### src/dq_pkg.sv
package dq_pkg;

  localparam int OP_W  = 3;
  localparam int VAL_W = 32;
  localparam int ST_W  = 2;
  localparam int LEN_W = 7;

  localparam logic [OP_W-1:0] OP_PUSH_FRONT = 3'd0;
  localparam logic [OP_W-1:0] OP_PUSH_BACK  = 3'd1;
  localparam logic [OP_W-1:0] OP_POP_FRONT  = 3'd2;
  localparam logic [OP_W-1:0] OP_POP_BACK   = 3'd3;
  localparam logic [OP_W-1:0] OP_LENGTH     = 3'd4;
  localparam logic [OP_W-1:0] OP_LIST       = 3'd5;

  localparam logic [ST_W-1:0] ST_OK    = 2'd0;
  localparam logic [ST_W-1:0] ST_EMPTY = 2'd1;
  localparam logic [ST_W-1:0] ST_FULL  = 2'd2;

  typedef struct packed {
    logic [OP_W-1:0]         opcode;
    logic signed [VAL_W-1:0] value;
  } dq_in_t;

  typedef struct packed {
    logic signed [VAL_W-1:0] item_value;
    logic [ST_W-1:0]         status;
    logic [LEN_W-1:0]        length;
    logic                    last;
  } dq_out_t;

  typedef struct packed {
    logic            push_front;
    logic            push_back;
    logic            pop_front;
    logic            pop_back;
    logic            list_start;
    logic            list_next;
    logic            emit_now;
    logic [ST_W-1:0] emit_status;
    logic            emit_read;
    logic            emit_last;
  } dq_ctl_t;

  typedef struct packed {
    logic empty;
    logic full;
    logic list_end;
  } dq_stat_t;

endpackage

### src/dq_ctrl.sv
module dq_ctrl (
  input  logic             clk,
  input  logic             rst,
  input  logic             start,
  input  logic [2:0]       opcode,
  input  dq_pkg::dq_stat_t stat,
  output logic             busy,
  output dq_pkg::dq_ctl_t  ctl
);
  import dq_pkg::*;

  typedef enum logic [1:0] {S_IDLE, S_POP, S_LIST} state_t;

  state_t state, state_next;
  logic   accept;

  assign busy   = rst || (state != S_IDLE);
  assign accept = start && !busy;

  always_comb begin
    ctl         = '0;
    ctl.emit_status = ST_OK;
    state_next  = state;
    unique case (state)
      S_IDLE: begin
        if (accept) begin
          ctl.emit_last = 1'b1;
          unique case (opcode) inside
            OP_PUSH_FRONT, OP_PUSH_BACK: begin
              ctl.emit_now = 1'b1;
              if (stat.full) begin
                ctl.emit_status = ST_FULL;
              end else begin
                ctl.push_front = (opcode == OP_PUSH_FRONT);
                ctl.push_back  = (opcode == OP_PUSH_BACK);
              end
            end
            OP_POP_FRONT, OP_POP_BACK: begin
              if (stat.empty) begin
                ctl.emit_now    = 1'b1;
                ctl.emit_status = ST_EMPTY;
              end else begin
                ctl.pop_front = (opcode == OP_POP_FRONT);
                ctl.pop_back  = (opcode == OP_POP_BACK);
                state_next    = S_POP;
              end
            end
            OP_LIST: begin
              if (stat.empty) begin
                ctl.emit_now    = 1'b1;
                ctl.emit_status = ST_EMPTY;
              end else begin
                ctl.list_start = 1'b1;
                state_next     = S_LIST;
              end
            end
            default: begin
              ctl.emit_now = 1'b1;
            end
          endcase
        end
      end
      S_POP: begin
        ctl.emit_read = 1'b1;
        ctl.emit_last = 1'b1;
        state_next    = S_IDLE;
      end
      S_LIST: begin
        ctl.emit_read = 1'b1;
        ctl.emit_last = stat.list_end;
        if (stat.list_end) begin
          state_next = S_IDLE;
        end else begin
          ctl.list_next = 1'b1;
        end
      end
      default: begin
        state_next = S_IDLE;
      end
    endcase
  end

  always_ff @(posedge clk) begin
    if (rst) begin
      state <= S_IDLE;
    end else begin
      state <= state_next;
    end
  end

endmodule

### src/dq_datapath.sv
module dq_datapath #(
  parameter int DEPTH = 64
) (
  input  logic             clk,
  input  logic             rst,
  input  dq_pkg::dq_in_t   cmd,
  input  dq_pkg::dq_ctl_t  ctl,
  output dq_pkg::dq_stat_t stat,
  output logic             valid,
  output dq_pkg::dq_out_t  result
);
  import dq_pkg::*;

  localparam int IW = (DEPTH > 1) ? $clog2(DEPTH) : 1;
  localparam int CW = $clog2(DEPTH + 1);
  localparam int SW = IW + 1;

  logic signed [VAL_W-1:0] mem [DEPTH];
  logic signed [VAL_W-1:0] rdata;

  logic [IW-1:0] front, front_next;
  logic [CW-1:0] count, count_next;
  logic [CW-1:0] pos;
  logic [IW-1:0] waddr, raddr, front_dec, back_slot, tail_slot, next_slot;
  logic          we, re;

  function automatic logic [IW-1:0] wrap(input logic [SW-1:0] s);
    logic [SW-1:0] d;
    d = (s >= SW'(DEPTH)) ? (s - SW'(DEPTH)) : s;
    return d[IW-1:0];
  endfunction

  assign front_dec = (front == '0) ? IW'(DEPTH - 1) : (front - IW'(1));
  assign back_slot = wrap(SW'(front) + SW'(count));
  assign tail_slot = wrap(SW'(front) + SW'(count) - SW'(1));
  assign next_slot = wrap(SW'(front) + SW'(pos) + SW'(1));

  assign stat.empty    = (count == '0);
  assign stat.full     = (count >= CW'(DEPTH));
  assign stat.list_end = ((pos + CW'(1)) == count);

  assign we    = ctl.push_front || ctl.push_back;
  assign waddr = ctl.push_front ? front_dec : back_slot;
  assign re    = ctl.pop_front || ctl.pop_back || ctl.list_start || ctl.list_next;

  always_comb begin
    if (ctl.pop_back) begin
      raddr = tail_slot;
    end else if (ctl.list_next) begin
      raddr = next_slot;
    end else begin
      raddr = front;
    end
  end

  always_comb begin
    front_next = front;
    count_next = count;
    if (ctl.push_front) begin
      front_next = front_dec;
    end else if (ctl.pop_front) begin
      front_next = wrap(SW'(front) + SW'(1));
    end
    if (we) begin
      count_next = count + CW'(1);
    end else if (ctl.pop_front || ctl.pop_back) begin
      count_next = count - CW'(1);
    end
  end

  always_ff @(posedge clk) begin
    if (we) begin
      mem[waddr] <= cmd.value;
    end
    if (re) begin
      rdata <= mem[raddr];
    end
  end

  always_ff @(posedge clk) begin
    if (rst) begin
      front <= '0;
      count <= '0;
      pos   <= '0;
      valid <= 1'b0;
    end else begin
      front <= front_next;
      count <= count_next;
      valid <= ctl.emit_now || ctl.emit_read;
      if (ctl.list_start) begin
        pos <= '0;
      end else if (ctl.list_next) begin
        pos <= pos + CW'(1);
      end
    end
  end

  always_ff @(posedge clk) begin
    if (ctl.emit_now) begin
      result.item_value <= '0;
      result.status     <= ctl.emit_status;
      result.length     <= LEN_W'(count_next);
      result.last       <= 1'b1;
    end else if (ctl.emit_read) begin
      result.item_value <= rdata;
      result.status     <= ST_OK;
      result.length     <= LEN_W'(count);
      result.last       <= ctl.emit_last;
    end
  end

endmodule

### src/double_ended_queue.sv
// Push, length and refused operations give their result in the next cycle; one item per cycle.
// A pop reads the entry memory first: the read data is registered, then the result; busy meanwhile.
// A list gives one result per cycle, each after a registered read; busy until the last.
// The entry memory's read port and its registered read data set the pop and list latency.
// Synchronous reset empties the queue; entry contents are not cleared and need no sweep.
module double_ended_queue #(
  parameter int DEPTH = 64
) (
  input  logic            clk,
  input  logic            rst,
  input  logic            start,
  output logic            busy,
  input  dq_pkg::dq_in_t  cmd,
  output logic            valid,
  output dq_pkg::dq_out_t result
);
  import dq_pkg::*;

  dq_ctl_t  ctl;
  dq_stat_t stat;

  dq_ctrl u_ctrl (
    .clk    (clk),
    .rst    (rst),
    .start  (start),
    .opcode (cmd.opcode),
    .stat   (stat),
    .busy   (busy),
    .ctl    (ctl)
  );

  dq_datapath #(
    .DEPTH (DEPTH)
  ) u_datapath (
    .clk    (clk),
    .rst    (rst),
    .cmd    (cmd),
    .ctl    (ctl),
    .stat   (stat),
    .valid  (valid),
    .result (result)
  );

  a_push_one_cycle: assert property (@(posedge clk) disable iff (rst)
    (start && !busy && (cmd.opcode == OP_PUSH_FRONT || cmd.opcode == OP_PUSH_BACK))
    |=> (valid && result.last))
    else $error("push item did not give a result in the next cycle");

  a_length_bound: assert property (@(posedge clk) disable iff (rst)
    valid |-> (result.length <= LEN_W'(DEPTH)))
    else $error("length exceeds queue depth");

  a_full_means_depth: assert property (@(posedge clk) disable iff (rst)
    (valid && result.status == ST_FULL) |-> (result.length == LEN_W'(DEPTH)))
    else $error("full status with queue not full");

  a_list_continues: assert property (@(posedge clk) disable iff (rst)
    (valid && !result.last) |=> valid)
    else $error("list stopped before its last item");

endmodule

### config.mk
export PLATFORM = sky130hd
export DESIGN_NAME = double_ended_queue
export DESIGN_NICKNAME = d
export VERILOG_FILES = /design/src/dq_pkg.sv /design/src/dq_ctrl.sv /design/src/dq_datapath.sv /design/src/double_ended_queue.sv
export SDC_FILE = /design/constraint.sdc
export NUM_CORES = 2
export LEC_CHECK = 0
export CAP_MARGIN = 20
export CORE_AREA = 2 2 415 417
export CTS_BUF_LIST = sky130_fd_sc_hd__clkbuf_4
export DETAILED_ROUTE_END_ITERATION = 8
export DIE_AREA = 0 0 417 419
export DONT_BUFFER_PORTS = 1
export PLACE_DENSITY = 0.7
export SYNTH_ARGS = -nofsm -noshare
export SYNTH_HDL_FRONTEND = slang
export SYNTH_SLANG_ARGS = --single-unit
### constraint.sdc
create_clock -name clk -period 6.3 [get_ports clk]
set_input_delay 1.26 -clock clk [delete_from_list [all_inputs] [get_ports clk]]
set_output_delay 1.26 -clock clk [all_outputs]
set_load 0.1 [all_outputs]
* After elaboration in Yosys (flattened, before gate mapping)
Memories as Yosys holds them, arrays and structs flattened. A register that Yosys moved wholly into a read port is not among the register bits.
Cells that the tools add are included.
** Word-level totals
- Logic and storage cells :: 102
- Memories :: 1
- Bits in writable memories :: 2048
- Output and inout bits :: 44
- Register bits :: 65
- Input port bits :: 38
** Cells by class
- Add/sub/neg operators :: 13
- Equal/unequal tests :: 12
- Reduce and logical (&&, ||, !) cells :: 21
- Multiplexer cells :: 41
- Order comparisons :: 5
** Memories
- u_datapath.mem :: depth 64, bits a word 32, rd ports 1, clocked after memory_dff 1, wr ports 1, RTL line dq_datapath.sv:18 : logic signed [VAL_W-1:0] mem [DEPTH];
** Operator list (number)
- 6-bit 2-to-1 mux :: 10
- 7-bit greater-or-equal comparator (second input constant) :: 5
- 6-bit by 1-bit subtractor with 6-bit output (second input constant) :: 5
- 7-bit by 1-bit adder with 7-bit output (second input constant) :: 3
- 10-bit 2-to-1 mux :: 2
- 2-bit 2-to-1 mux :: 9
- 6-bit by 7-bit adder with 7-bit output :: 2
- 7-bit 2-to-1 mux :: 2
- 7-bit by 1-bit subtractor with 7-bit output (second input constant) :: 2
- 2-bit one-hot mux with 2 select lines :: 3
- 5-bit 2-to-1 mux :: 2
- 1-bit 2-to-1 mux :: 9
- 3-bit 2-to-1 mux :: 3
- 2-bit OR reduction :: 4
- 6-bit by 1-bit adder with 7-bit output (second input constant) :: 1
- 7-bit == test :: 1
- 7-bit zero test :: 1
- 3-bit by 2-bit == test with 1-bit output (second input constant) :: 2
- 6-bit zero test :: 1
- 1-bit logical OR :: 6
- 3-bit != test (second input constant) :: 2
- 2-bit nonzero test :: 3
- 5-bit AND reduction :: 1
- 2-bit by 1-bit != test with 1-bit output (second input constant) :: 2
- 11 further kinds :: 11

* Depth between registers and ports, before layout
- Word-level depth :: 10
- Gate-level depth with buffers :: 17
- Gate-level depth less buffers :: 13

* Modules after synthesis
From an unflattened synthesis, not the netlist that was laid out.
** Second synthesis, totals
- Cell total of the unflattened synthesis :: 5780
- Area total of the unflattened synthesis :: 85818.6 um^2
** By module, submodules not included
- dq_datapath :: cells an instance 5745, seq. area each 63811.2 um^2, instances 1, area an instance 85502.0 um^2
- dq_ctrl :: cells an instance 35, seq. area each 40.0 um^2, instances 1, area an instance 316.6 um^2

* Worst setup path before layout
No wires, ideal clock.
- Path type :: input -> register
- Start :: input rst
- End :: memory u_datapath.mem[0][0] (enable)
- Stages :: 9
- Buffers on the path :: 2
- Arrival :: 4.501 ns
- Library setup time :: 0.421 ns
- Setup slack :: 1.378 ns
- Data required time :: 5.879 ns
- Cell sequence :: clkbuf_1 nand3b_1 or4_1 nor2_1 clkbuf_1 a31oi_1 nor2_1 nand2_1 nor2_1
** Between the ends
- Longest elaborated chain between the ends :: 8
- Elaborated cells between the ends (all ways) :: 9
- Classes of those cells :: mux (5); reduce/logical (4)
** Ends and longest elaborated chain
- start: declaration :: RTL line double_ended_queue.sv:10 : input logic rst,
- 1-bit logical OR * :: RTL line dq_ctrl.sv:17 : assign busy = rst || (state != S_IDLE);
- 1-bit zero test * :: RTL line dq_ctrl.sv:18 : assign accept = start && !busy;
- 1-bit logical AND * :: RTL line dq_ctrl.sv:18
- 5-bit 2-to-1 mux * :: RTL line dq_ctrl.sv:26 : if (accept) begin
- 5-bit 2-to-1 mux * :: RTL line dq_ctrl.sv:24 : unique case (state)
- 1-bit logical OR :: RTL line dq_datapath.sv:42 : assign we = ctl.push_front || ctl.push_back;
- 1-bit 2-to-1 mux :: RTL line dq_datapath.sv:72 : if (we) begin
- 1-bit 2-to-1 mux (not written as such) :: RTL line dq_datapath.sv:73 : mem[waddr] <= cmd.value;
- end: declaration :: RTL line dq_datapath.sv:18
Mark *: on every way between the ends. The rest lies on a longest branch, timed or not.

* Worst setup path after layout
- Start :: register u_datapath.pos[0]
- End :: register u_datapath.rdata[27] (read register of u_datapath.mem) (data pin)
** Between the ends
- Longest elaborated chain between the ends :: 6
- Elaborated cells between the ends (all ways) :: 12
- Classes of those cells :: add/sub (4); order compare (1); eq/ne (1); mux (5); reduce/logical (1)
** Ends and longest elaborated chain
- start: declaration :: RTL line dq_datapath.sv:23 : logic [CW-1:0] pos;
- start signal: assignment :: RTL line dq_datapath.sv:93 : pos <= pos + CW'(1);
- 6-bit by 7-bit adder with 7-bit output or 7-bit by 1-bit adder with 7-bit output (tied branches) :: RTL line dq_datapath.sv:36, dq_datapath.sv:40
- 7-bit by 1-bit adder with 7-bit output or 7-bit == test (tied branches) :: RTL line dq_datapath.sv:36, dq_datapath.sv:40
- 6-bit by 1-bit subtractor with 6-bit output (tied with other cells) :: RTL line dq_datapath.sv:29 : d = (s >= SW'(DEPTH)) ? (s - SW'(DEPTH)) : s;
- 6-bit 2-to-1 mux or 1-bit 2-to-1 mux (tied branches) :: RTL line dq_datapath.sv:29, dq_ctrl.sv:24
- 6-bit 2-to-1 mux :: RTL line dq_datapath.sv:49 : end else if (ctl.list_next) begin
- 6-bit 2-to-1 mux :: RTL line dq_datapath.sv:47 : if (ctl.pop_back) begin
- end: declaration :: RTL line dq_datapath.sv:19 : logic signed [VAL_W-1:0] rdata;
Several ways; a longest one is shown, not always the timed one.
A chain may end at the register's enable or synchronous reset.

==> results.json <==
{
  "drtAntennaViolNets": 0,
  "numPortBuffers": 0,
  "synth_warnings": 0,
  "syn_to_final_growth_pct": 13.7,
  "grt_usage": 0.287,
  "drt_wl_total_mm": 254,
  "synthMuxAreaShare": 0.0736,
  "max_slew.worst_pin.slew_ps": 1110,
  "clk_latency_ps": 1420,
  "drcViolationCount": 2,
  "avgSynthCellArea_um2": 15.6,
  "clkTransAtPathRegs_ps": 60,
  "synth_xor_area_frac": 0.00300,
  "worstReg2RegStart": "u_datapath.pos[0]$_SDFFE_PP0N_",
  "dpl_cell_area_mm2": 0.0886,
  "placed_cells": 7563,
  "async_flop_share": 0,
  "cts_sinks": 2145,
  "synth_top_cells_by_count": "2,089 x edfxtp_1, 939 x nand2_1, 618 x mux2i_1",
  "hold_depth": 2,
  "power_density_mw_per_mm2": 294,
  "first_global_vias": 51872,
  "synthSimpleGateAreaFrac": 0.0850,
  "end_kind": "flip-flop",
  "min-delay-path-class": "in2reg",
  "finalCritPeriodShare": 0.876,
  "dieArea_mm2": 0.175,
  "synthesis.nets": 5497,
  "grt_start_max_net_pins": 98,
  "place_ws_ps": 462,
  "die_h_um": 419,
  "fin_setup_tns_ps": 0,
  "setup_viol": 0,
  "synth.distinct_cells": 86,
  "nNetsFinal": 5969,
  "initial_core_util": 0.496,
  "firstDrtPassIters": 9,
  "clock.fmax_mhz": 181,
  "routabilityCongestion": 0.895,
  "required_ps": 7400,
  "drt_iter0_markers": 8238,
  "ctsResizeCount": 0,
  "num_vias": 53990,
  "synth_ff_type": "edfxtp_1",
  "fin_crit_ps": 5520,
  "clockBufferDepth": 4,
  "synth.cell_area_mm2": 0.0846,
  "cts_tree": "yes",
  "worst_hold_slack_ps": 176,
  "fin_area_mm2": 0.0962,
  "worst_slack_ps": 780,
  "reg2reg_depth": 13,
  "antenna_found_initial": 6,
  "holdBufCountCts": 35,
  "synth_top_area_share": 0.742,
  "hold_viol": 0,
  "hpwl_mm": 140,
  "syn_inst": 5436,
  "final_cells": 8513,
  "post-synth-top-count-cell": "edfxtp_1",
  "viasPerCell": 6.34,
  "status": "finished, violations left",
  "synth_top_area_cell": "edfxtp_1",
  "grt_first_pass_wirelength_mm": 361,
  "ios": 82,
  "crit_path_start_kind": "flip-flop",
  "synth_area_leaders": "edfxtp_1 74%, mux2i_1 7.3%, nand2_1 4.2%, a32oi_1 2.6%, dfxtp_1 1.3%",
  "violations": "design-rule violations",
  "postCtsSetupBuffers": 0,
  "fill_cells": 12900,
  "cts_root_buf": "clkbuf_4",
  "overflow": 0,
  "rsz0062_at_grt": "no",
  "maxCapViolations": 0,
  "hp-start": "rst",
  "vdd_drop_max_mv": 0.209,
  "synth_compound_area_frac": 0.0590,
  "ys_seq_area_frac": 0.755,
  "cp-startpoint": "u_datapath.pos[0]$_SDFFE_PP0N_",
  "wl_per_cell_um": 29.8,
  "die_x_um": 417,
  "drive_gt1_frac": 0.189,
  "core_region_area_mm2": 0.171,
  "max_slew_margin": 0.259,
  "h-tree-depth": 6,
  "path_class": "reg2reg",
  "synth_top_family_by_area": "simple AND/OR/NAND/NOR gates",
  "ys_seq_elements": 2145,
  "synthAdderAreaFrac": 0.00358,
  "row_count": 152,
  "maxSlewViolCount": 0,
  "finalClockSkew_ps": 108,
  "cp_data_arrival_time_ps": 6620,
  "synth_edf_count": 2089,
  "cp_max_fo": 28,
  "cts_made_buffers": 541,
  "cellLeakagePower_nw": 35.1
}
-- registers in the layout, indices dropped and copies added (netlist names) --
register           flops
u_datapath.count       7
u_datapath.pos         7
u_datapath.result     42
u_ctrl.state           2
u_datapath.rdata      32
u_datapath.front       6
u_datapath.mem      2048
u_datapath.valid       1
-- power by group --
part | total, mW | switching (mW) | internal [mW] | leakage (nW)
registers | 15.7 | 0.0831 | 15.7 | 19.2
logic | 1.01 | 0.705 | 0.306 | 12.0
clock network | 11.5 | 5.43 | 6.04 | 3.93
total | 28.2 | 6.22 | 22.0 | 35.1
-- placed cells by master (no fill, tap or decap), types with 27 or more instances in the layout --
| master | count |
|---|---|
| buf_4 | 193 |
| buf_16 | 30 |
| buf_12 | 46 |
| a21oi_1 | 27 |
| edfxtp_1 | 2089 |
| and3_1 | 27 |
| o32ai_1 | 49 |
| nor2_1 | 102 |
| nor2_4 | 65 |
| nand3_1 | 202 |
| clkbuf_4 | 768 |
| dfxtp_1 | 56 |
| a31oi_1 | 43 |
| o22ai_1 | 71 |
| a32oi_1 | 251 |
| nand4_1 | 173 |
| clkinv_1 | 96 |
| nand2_1 | 938 |
| mux2i_1 | 618 |
| o21ai_0 | 73 |
-- metal layers --
layer | up-vias | track usage | share of wire
li1 | 22529 | - | -
met1 | 26784 | 0.386 | 0.37
met2 | 4062 | 0.442 | 0.46
met3 | 611 | 0.0779 | 0.13
met4 | 4 | 0.122 | 0.042
met5 | - | 0 | 0.00011
-- cells by family after synthesis --
family,count (synthesis)
xor+xnor,29
compound gates,639
mux,621
simple gates,1619
fa+ha+maj,23
flops,2145
buf+inv,360
-- stage by stage --
step | total power, mW | utilization
floorplan | 16.5 | -
global route | 29.1 | 0.564
finish | 28.2 | 0.564
CTS | 28.3 | 0.563
detailed placement | 16.8 | 0.520
global placement | 16.8 | 0.520
-- area by class of cell --
cell class	instances	area [µm²]	area share
Tap cell	2233	2790	0.0291
Multi-Input combinational cell	2931	19600	0.204
Clock inverter	134	818	0.00851
Clock buffer	768	5770	0.0600
Sequential cell	2145	63900	0.664
Timing Repair Buffer	272	3230	0.0335
Antenna cell	13	32.5	0.000338
Inverter	17	63.8	0.000664
-- critical path: stages (launching register included) --
cell	delay (ps)
dfxtp_1	480
ha_1	330
nand3_2	150
nor3b_1	340
o22a_1	280
a31oi_4	290
a221oi_4	990
buf_4	380
buf_4	400
mux2i_1	260
o32ai_1	90
o21ai_0	360
nand4_1	450
or2_1	360
-- final timing paths --
path / end / slack (ps)
worst max register to register: u_datapath.rdata[27]$_DFFE_PP_ / 780
worst min register to register: u_datapath.result[41]$_SDFFE_PP0N_ / 500
worst max-delay path: u_datapath.rdata[27]$_DFFE_PP_ / 780
worst min-delay path: u_datapath.pos[3]$_SDFFE_PP0N_ / 180
Power figures use the tool's default switching activity.
